## src/design/drfl_pkg.sv

```systemverilog
`default_nettype none
package drfl_pkg;
  localparam int KEY_W = 28;
  localparam int RATE_W = 48;
  localparam int AMT_W = 32;
  localparam int PROD_W = 58;
  localparam int ST_W = 3;

  localparam logic [ST_W-1:0] ST_OK        = 3'd0;
  localparam logic [ST_W-1:0] ST_BAD_DATE  = 3'd1;
  localparam logic [ST_W-1:0] ST_NEGATIVE  = 3'd2;
  localparam logic [ST_W-1:0] ST_TOO_LARGE = 3'd3;
  localparam logic [ST_W-1:0] ST_TOO_EARLY = 3'd4;
  localparam logic [ST_W-1:0] ST_STORED    = 3'd5;
  localparam logic [ST_W-1:0] ST_FULL      = 3'd6;

  localparam logic OP_INSERT = 1'b0;
  localparam logic OP_QUERY  = 1'b1;

  localparam logic [31:0] AMOUNT_LIMIT = 32'd1000;

  typedef struct packed {
    logic          opcode;
    logic [13:0]   year;
    logic [6:0]    month;
    logic [6:0]    day;
    logic [AMT_W-1:0]  amount;
    logic [RATE_W-1:0] entry_rate;
  } in_item_t;

  typedef struct packed {
    logic [ST_W-1:0]   status;
    logic [PROD_W-1:0] product;
  } out_item_t;

  // datapath commands from the controller
  typedef struct packed {
    logic load;       // capture input item, reset search bounds
    logic rd_mid;     // read memory at mid
    logic step;       // narrow search with read data
    logic rd_shift;   // read entry i-1 for shifting
    logic wr_shift;   // write shifted entry at i, i--
    logic wr_new;     // write new entry at pos
    logic wr_over;    // overwrite rate at pos
    logic rd_found;   // read rate at found position
    logic mul_lo;     // first partial product
    logic mul_hi;     // second partial product
    logic finish;     // form the result
    logic [ST_W-1:0] fin_status;
  } cmd_t;

  typedef struct packed {
    logic       is_query;
    logic       date_bad;
    logic       amt_neg;
    logic       amt_big;
    logic       search_done;
    logic       exact;
    logic       found;
    logic       full;
    logic       shift_done;
  } sts_t;

  function automatic logic [4:0] month_days(input logic [6:0] m, input logic leap);
    logic [4:0] d;
    begin
      case (m)
        7'd1, 7'd3, 7'd5, 7'd7, 7'd8, 7'd10, 7'd12: d = 5'd31;
        7'd4, 7'd6, 7'd9, 7'd11: d = 5'd30;
        7'd2: d = leap ? 5'd29 : 5'd28;
        default: d = 5'd0;
      endcase
      return d;
    end
  endfunction
endpackage
`default_nettype wire

```

## src/design/drfl_ctrl.sv

```systemverilog
`default_nettype none
module drfl_ctrl (
  input  wire logic clk,
  input  wire logic rst_n,
  input  wire logic in_fire,
  input  wire logic out_fire,
  input  drfl_pkg::sts_t sts,
  output drfl_pkg::cmd_t cmd,
  output logic in_rdy,
  output logic out_vld
);
  import drfl_pkg::*;
  localparam logic [3:0] S_IDLE = 4'd0, S_CHK = 4'd1, S_RD = 4'd2, S_STEP = 4'd3,
    S_DEC = 4'd4, S_SHRD = 4'd5, S_SHWR = 4'd6, S_ML = 4'd8,
    S_MH = 4'd9, S_FIN = 4'd10, S_OUT = 4'd11, S_PREV = 4'd13;

  logic [3:0] state_r, state_nxt;
  logic [ST_W-1:0] st_r, st_nxt;

  always_comb begin
    cmd = '0;
    state_nxt = state_r;
    st_nxt = st_r;
    case (state_r)
      S_IDLE: if (in_fire) begin cmd.load = 1'b1; state_nxt = S_CHK; end
      S_CHK: begin
        if (sts.is_query && sts.date_bad) begin st_nxt = ST_BAD_DATE; state_nxt = S_FIN; end
        else if (sts.is_query && sts.amt_neg) begin st_nxt = ST_NEGATIVE; state_nxt = S_FIN; end
        else if (sts.is_query && sts.amt_big) begin st_nxt = ST_TOO_LARGE; state_nxt = S_FIN; end
        else state_nxt = S_RD;
      end
      S_RD: begin
        cmd.rd_mid = 1'b1;
        state_nxt = sts.search_done ? S_DEC : S_STEP;
      end
      S_STEP: begin cmd.step = 1'b1; state_nxt = S_RD; end
      S_DEC: begin
        if (!sts.is_query) begin
          if (sts.exact) begin cmd.wr_over = 1'b1; st_nxt = ST_STORED; state_nxt = S_FIN; end
          else if (sts.full) begin st_nxt = ST_FULL; state_nxt = S_FIN; end
          else if (sts.shift_done) begin
            cmd.wr_new = 1'b1; st_nxt = ST_STORED; state_nxt = S_FIN;
          end else state_nxt = S_SHRD;
        end else begin
          if (sts.exact) state_nxt = S_ML;
          else state_nxt = S_PREV;
        end
      end
      S_PREV: begin
        // entry before pos, if any
        if (!sts.found) begin
          st_nxt = ST_TOO_EARLY;
          state_nxt = S_FIN;
        end else begin
          cmd.rd_found = 1'b1;
          state_nxt = S_ML;
        end
      end
      S_SHRD: begin
        if (sts.shift_done) begin
          cmd.wr_new = 1'b1; st_nxt = ST_STORED; state_nxt = S_FIN;
        end else begin
          cmd.rd_shift = 1'b1;
          state_nxt = S_SHWR;
        end
      end
      S_SHWR: begin
        cmd.wr_shift = 1'b1;
        state_nxt = S_SHRD;
      end
      S_ML: begin cmd.mul_lo = 1'b1; state_nxt = S_MH; end
      S_MH: begin cmd.mul_hi = 1'b1; st_nxt = ST_OK; state_nxt = S_FIN; end
      S_FIN: begin cmd.finish = 1'b1; cmd.fin_status = st_r; state_nxt = S_OUT; end
      S_OUT: if (out_fire) state_nxt = S_IDLE;
      default: state_nxt = S_IDLE;
    endcase
  end

  assign in_rdy = (state_r == S_IDLE);
  assign out_vld = (state_r == S_OUT);

  always_ff @(posedge clk) begin
    if (!rst_n) begin
      state_r <= S_IDLE;
      st_r <= ST_OK;
    end else begin
      state_r <= state_nxt;
      st_r <= st_nxt;
    end
  end

  assert property (@(posedge clk) disable iff (!rst_n) out_vld |-> !in_rdy)
    else $error("result and input both open");
  assert property (@(posedge clk) disable iff (!rst_n)
    (state_r == S_FIN) |=> (state_r == S_OUT))
    else $error("finish did not present result");
  assert property (@(posedge clk) disable iff (!rst_n)
    in_fire |=> (state_r == S_CHK))
    else $error("accepted item not checked");
endmodule
`default_nettype wire
```

## config.mk

```make
export PLATFORM = sky130hd
export DESIGN_NAME = drfl_ctrl
export DESIGN_NICKNAME = d
export VERILOG_FILES = /design/src/design/drfl_pkg.sv /design/src/design/drfl_ctrl.sv
export SDC_FILE = /design/constraint.sdc
export NUM_CORES = 1
export LEC_CHECK = 0
export BUFFER_PORTS_ARGS = -buffer_cell sky130_fd_sc_hd__buf_2
export CAP_MARGIN = 10
export CORE_MARGIN = 2
export CORE_UTILIZATION = 35
export CTS_BUF_LIST = sky130_fd_sc_hd__clkbuf_2
export DETAILED_ROUTE_END_ITERATION = 10
export SYNTH_ARGS = -nofsm -noshare
export SYNTH_HDL_FRONTEND = slang
export SYNTH_SLANG_ARGS = --single-unit
```

## constraint.sdc

```tcl
create_clock -name clk -period 3.2 [get_ports clk]
set_input_delay 0.32 -clock clk [delete_from_list [all_inputs] [get_ports clk]]
set_output_delay 0.32 -clock clk [all_outputs]
set_load 0.02 [all_outputs]
```

## Word-level counts from Yosys, hierarchy flattened

Cells that the tools add are included.

- Register bits after elaboration: 7
- Bits of input ports: 13
- Output and inout port bits: 16
- Logic and storage cells: 67

- Equality and inequality tests: 16
- Muxes and demuxes: 42
- Reductions and logical operators: 7

Operators with widths:

| operator | number |
|---|---|
| case mux 4 bit (12 select lines) | 1 |
| 2-to-1 mux 4 bit | 11 |
| 2-to-1 mux 3 bit | 10 |
| equality test 4 bit, second input constant | 5 |
| 2-to-1 mux 1 bit | 16 |
| case mux 3 bit (5 select lines) | 1 |
| equality test 4 x 3 -> 1 bit, second input constant | 3 |
| equality test 4 x 2 -> 1 bit, second input constant | 2 |
| inequality test 2 bit, second input constant | 4 |
| nonzero test 5 bit | 1 |
| equality test 4 x 1 -> 1 bit, second input constant | 1 |
| logical NOT 4 bit | 1 |
| 2-to-1 mux 2 bit | 2 |
| inequality test 4 bit, second input constant | 1 |
| AND reduction 4 bit | 1 |
| logical AND 1 bit | 3 |
| case mux 1 bit (2 select lines) | 1 |
| AND reduction 2 bit | 1 |

## Depth between registers and ports, before layout

- Word-level depth: 5
- Gate-level depth with buffers: 6
- Gate-level depth less buffers: 4

## Worst setup path before layout

No wires, ideal clock.

- Path kind: register -> output
- Start: reg state_r[2]
- End: out cmd[13] in the netlist's numbering
- Arrival: 1665 ps
- Data required time: 2880 ps
- Setup slack: 1215 ps
- Stages on the path, launching flop included: 6
- Buffers on the path: 2
- Path through: dfxtp_1 -> buf_2 -> or2_1 -> buf_2 -> nor3_1 -> and2_1

RTL lines:

| what | line | source |
|---|---|---|
| start: declaration | drfl_ctrl.sv:17 | `logic [3:0] state_r, state_nxt;` |
| start signal: assignment | drfl_ctrl.sv:87 | `state_r <= state_nxt;` |
| end: declaration | drfl_ctrl.sv:8 | `output drfl_pkg::cmd_t cmd,` |

==> key figures <==
Run status
  – Status: completed

Logic synthesis
  – Syn Nets: 121
  – Yosys reg bits: 7
  – Ys flop type: dfxtp_1
  – Post-synthesis cell area: between 700 and 800 µm²
  – Avg Cell Area, Syn: 7.07 µm²
  – Synth top cells by count: 13 x nor3_1, 11 x nor2_1, 7 x dfxtp_1, 7 x inv_1
  – Top-area cell type share of the netlist area: 0.184
  – Mapped Cells: 108
  – Count leader, synth: nor3_1
  – Yosys warns: 0
  – Post-synth EDFFs: 0
  – Distinct cells, synth: 40
  – Sequential fraction of the synthesis area: 0.184
  – Synth area leaders: dfxtp_1 18%, nor3_1 8.5%, nor2_1 5.4%, o31a_1 4.6%, nor4_1 4.1%
  – Post-synth ARST share: 0
  – Synth area leader: dfxtp_1

Timing
  – Final Hold Viols: 0
  – Slew headroom: 0.605
  – Tcrit/Tclk final: 0.680
  – Final setup vio count: 0
  – F_max: 0.460 GHz
  – Worst slew pin tran: between 0.5 and 0.6 ns
  – Clock Skews: 0.00268 ns
  – Max-slew violations: 0
  – Fin crit period: 2.18 ns
  – Total negative slack: 0 ns
  – RSZ-0062 raised after global routing: false

Critical path
  – CP endpoint kind: primary output
  – Buf/Inv on CP: 1
  – Critical path launch point type: flop
  – Critical Path RT: roughly 2.9 ns
  – WS Path Type: reg -> out
  – Crit path max-delay cell type: dfxtp_1
  – CP max FO: 19
  – Crit path DAT: 1.86 ns
  – Family with the most delay on the worst path: flip-flops
  – Crit-path max cell delay: 0.71 ns
  – CP Cell Sequence: nand2b_1 -> nor3_1 -> buf_2

Place
  – Placer Congestion: 0.917
  – Hpwl dp: 1640 µm
  – IO buf count: 28

Global routing
  – Initial antenna violation count: 0
  – First-pass GRT wire length: 3600 µm
  – Largest net degree at the start of global routing: 20
  – Congestion Overflow GR: 0
  – All-Layer GR Usage: 0.185
  – Vias in the first global route: 777

Route
  – Remaining antenna violation count: 0
  – Via density: 5.56
  – Via count: ~870
  – Initial DRT Pass Iterations: 4
  – Residual DRC: 0
  – Initial DRC Count: 32
  – Routed WL: 2130 µm
  – WL/cell: 13.7 µm

Final layout
  – Multi-input logic area: about 530 µm²
  – Share of post-route cells with drive strength above 1: 0.302
  – Fill cells: 218
  – Seq. cell area: 140 µm²
  – Diodes inserted: 0
  – Core Util, Final: 0.446
  – Area grow syn2layout: 17.0%
  – Final #Nets: 143

Floorplan
  – Floorplan row count: 16
  – DIE AREA: 0.00257 mm²
  – Initial Utilization: 0.381
  – Die Y: 50.7 µm
  – Core Area: 0.00200 mm²
  – Die width: 50.7 µm
  – I/O Pins: 29

Pwr
  – Worst vdd ir: 0.257 mV
  – Final Power: just under 0.0004 W
  – PwrDens: 431 mW/mm²
  – Leak Pwr: 0.386 nW

CTS
  – Post-cts resize count: 0
  – # Post-CTS Setup Buffers: 0
  – Worst skew pair latency: 0.25 ns
  – CTS root buf: clkbuf_2
  – Cts-stage hold buffer count: 0
  – Clk sink count: 7
  – CTS tree: built
  – H-tree Lvls: 1
  – TritonCTS Buffers: 3
  – Clk pin slew, worst setup/hold paths: 0.09 ns
  – Clock Tree Buf Depth: 2

Min path
  – Worst Hold Class: in -> reg

Run
  – Max Cap Violations: 0
-- cells by family after synthesis --
logic type / Yosys count / share of synthesized area
flops: 7 / 0.184
buf+inv: 19 / 0.123
mux: 1 / 0.0131
simple gates: 53 / 0.384
compound gates: 28 / 0.297
-- sequential cells by signal, indices dropped and copies added, names as in the netlist --
name	flops
state_r	4
st_r	3
-- layer usage --
metal  wire, µm  share of wire  GRT usage
met1       1010           0.48      0.245
met2        963           0.45      0.287
met3        156          0.073     0.0714
met4          0              0     0.0315
met5          0              0          0
-- metrics by stage --
| stage | area (µm²) | setup slack [ns] | std cells | hold slack, ns |
|---|---|---|---|---|
| floorplan | 763 | 1.22 | 108 | 0.462 |
| global placement | 873 | 1.33 | 152 | 0.514 |
| detailed placement | 873 | 1.27 | 152 | 0.502 |
| CTS | 893 | 1.04 | 156 | 0.372 |
| global route | 893 | 0.837 | 156 | 0.378 |
| finish | 893 | 1.02 | 156 | 0.380 |
-- power by group --
group / total [W] / switching [W] / internal [W] / leakage (nW)
Sequential: 0.000142 / 0.0000401 / 0.000101 / 0.0573
Combinational: 0.000172 / 0.0000967 / 0.0000755 / 0.313
Clock: 0.0000709 / 0.0000426 / 0.0000283 / 0.0164
-- placed cells by master (no fill, tap or decap), types with 2 or more instances in the layout --
master,instances
nor4_1,5
o21a_1,2
nor2b_1,3
o21ai_0,3
a21oi_1,4
dfxtp_1,7
or3_4,2
nand2b_1,4
nor3_1,13
o31a_1,4
buf_2,28
nor2_1,11
nand2_1,5
clkbuf_2,3
inv_1,7
and2_1,4
nand3_1,2
a21o_1,2
-- worst reg2reg max path, cell delays in order (launching register included) --
cell and delay, ns:
dfxtp_1 0.71, mux2i_1 0.22, o21a_1 0.20, or3_4 0.39, o311a_1 0.35
-- layout make-up --
type / count / share of cell area
tap: 27 / 0.0378
inverter: 8 / 0.0336
sequential: 7 / 0.157
timing repair buffer: 28 / 0.157
clock inverter: 1 / 0.00560
clock buffer: 3 / 0.0168
multi-input combinational: 82 / 0.592
-- final timing paths --
kind / end / slack, ns / depth (start not counted) / from
setup / recovery: cmd[10] / 1.02 / 3 / state_r[0]$_SDFFE_PN0P_
hold reg to reg: st_r[1]$_SDFFE_PN0P_ / 0.52 / 2 / st_r[1]$_SDFFE_PN0P_
hold / removal: st_r[0]$_SDFFE_PN0P_ / 0.38 / 2 / rst_n
setup reg to reg: st_r[0]$_SDFFE_PN0P_ / 1.24 / 4 / state_r[0]$_SDFFE_PN0P_
(Power assumes the default switching activity.)
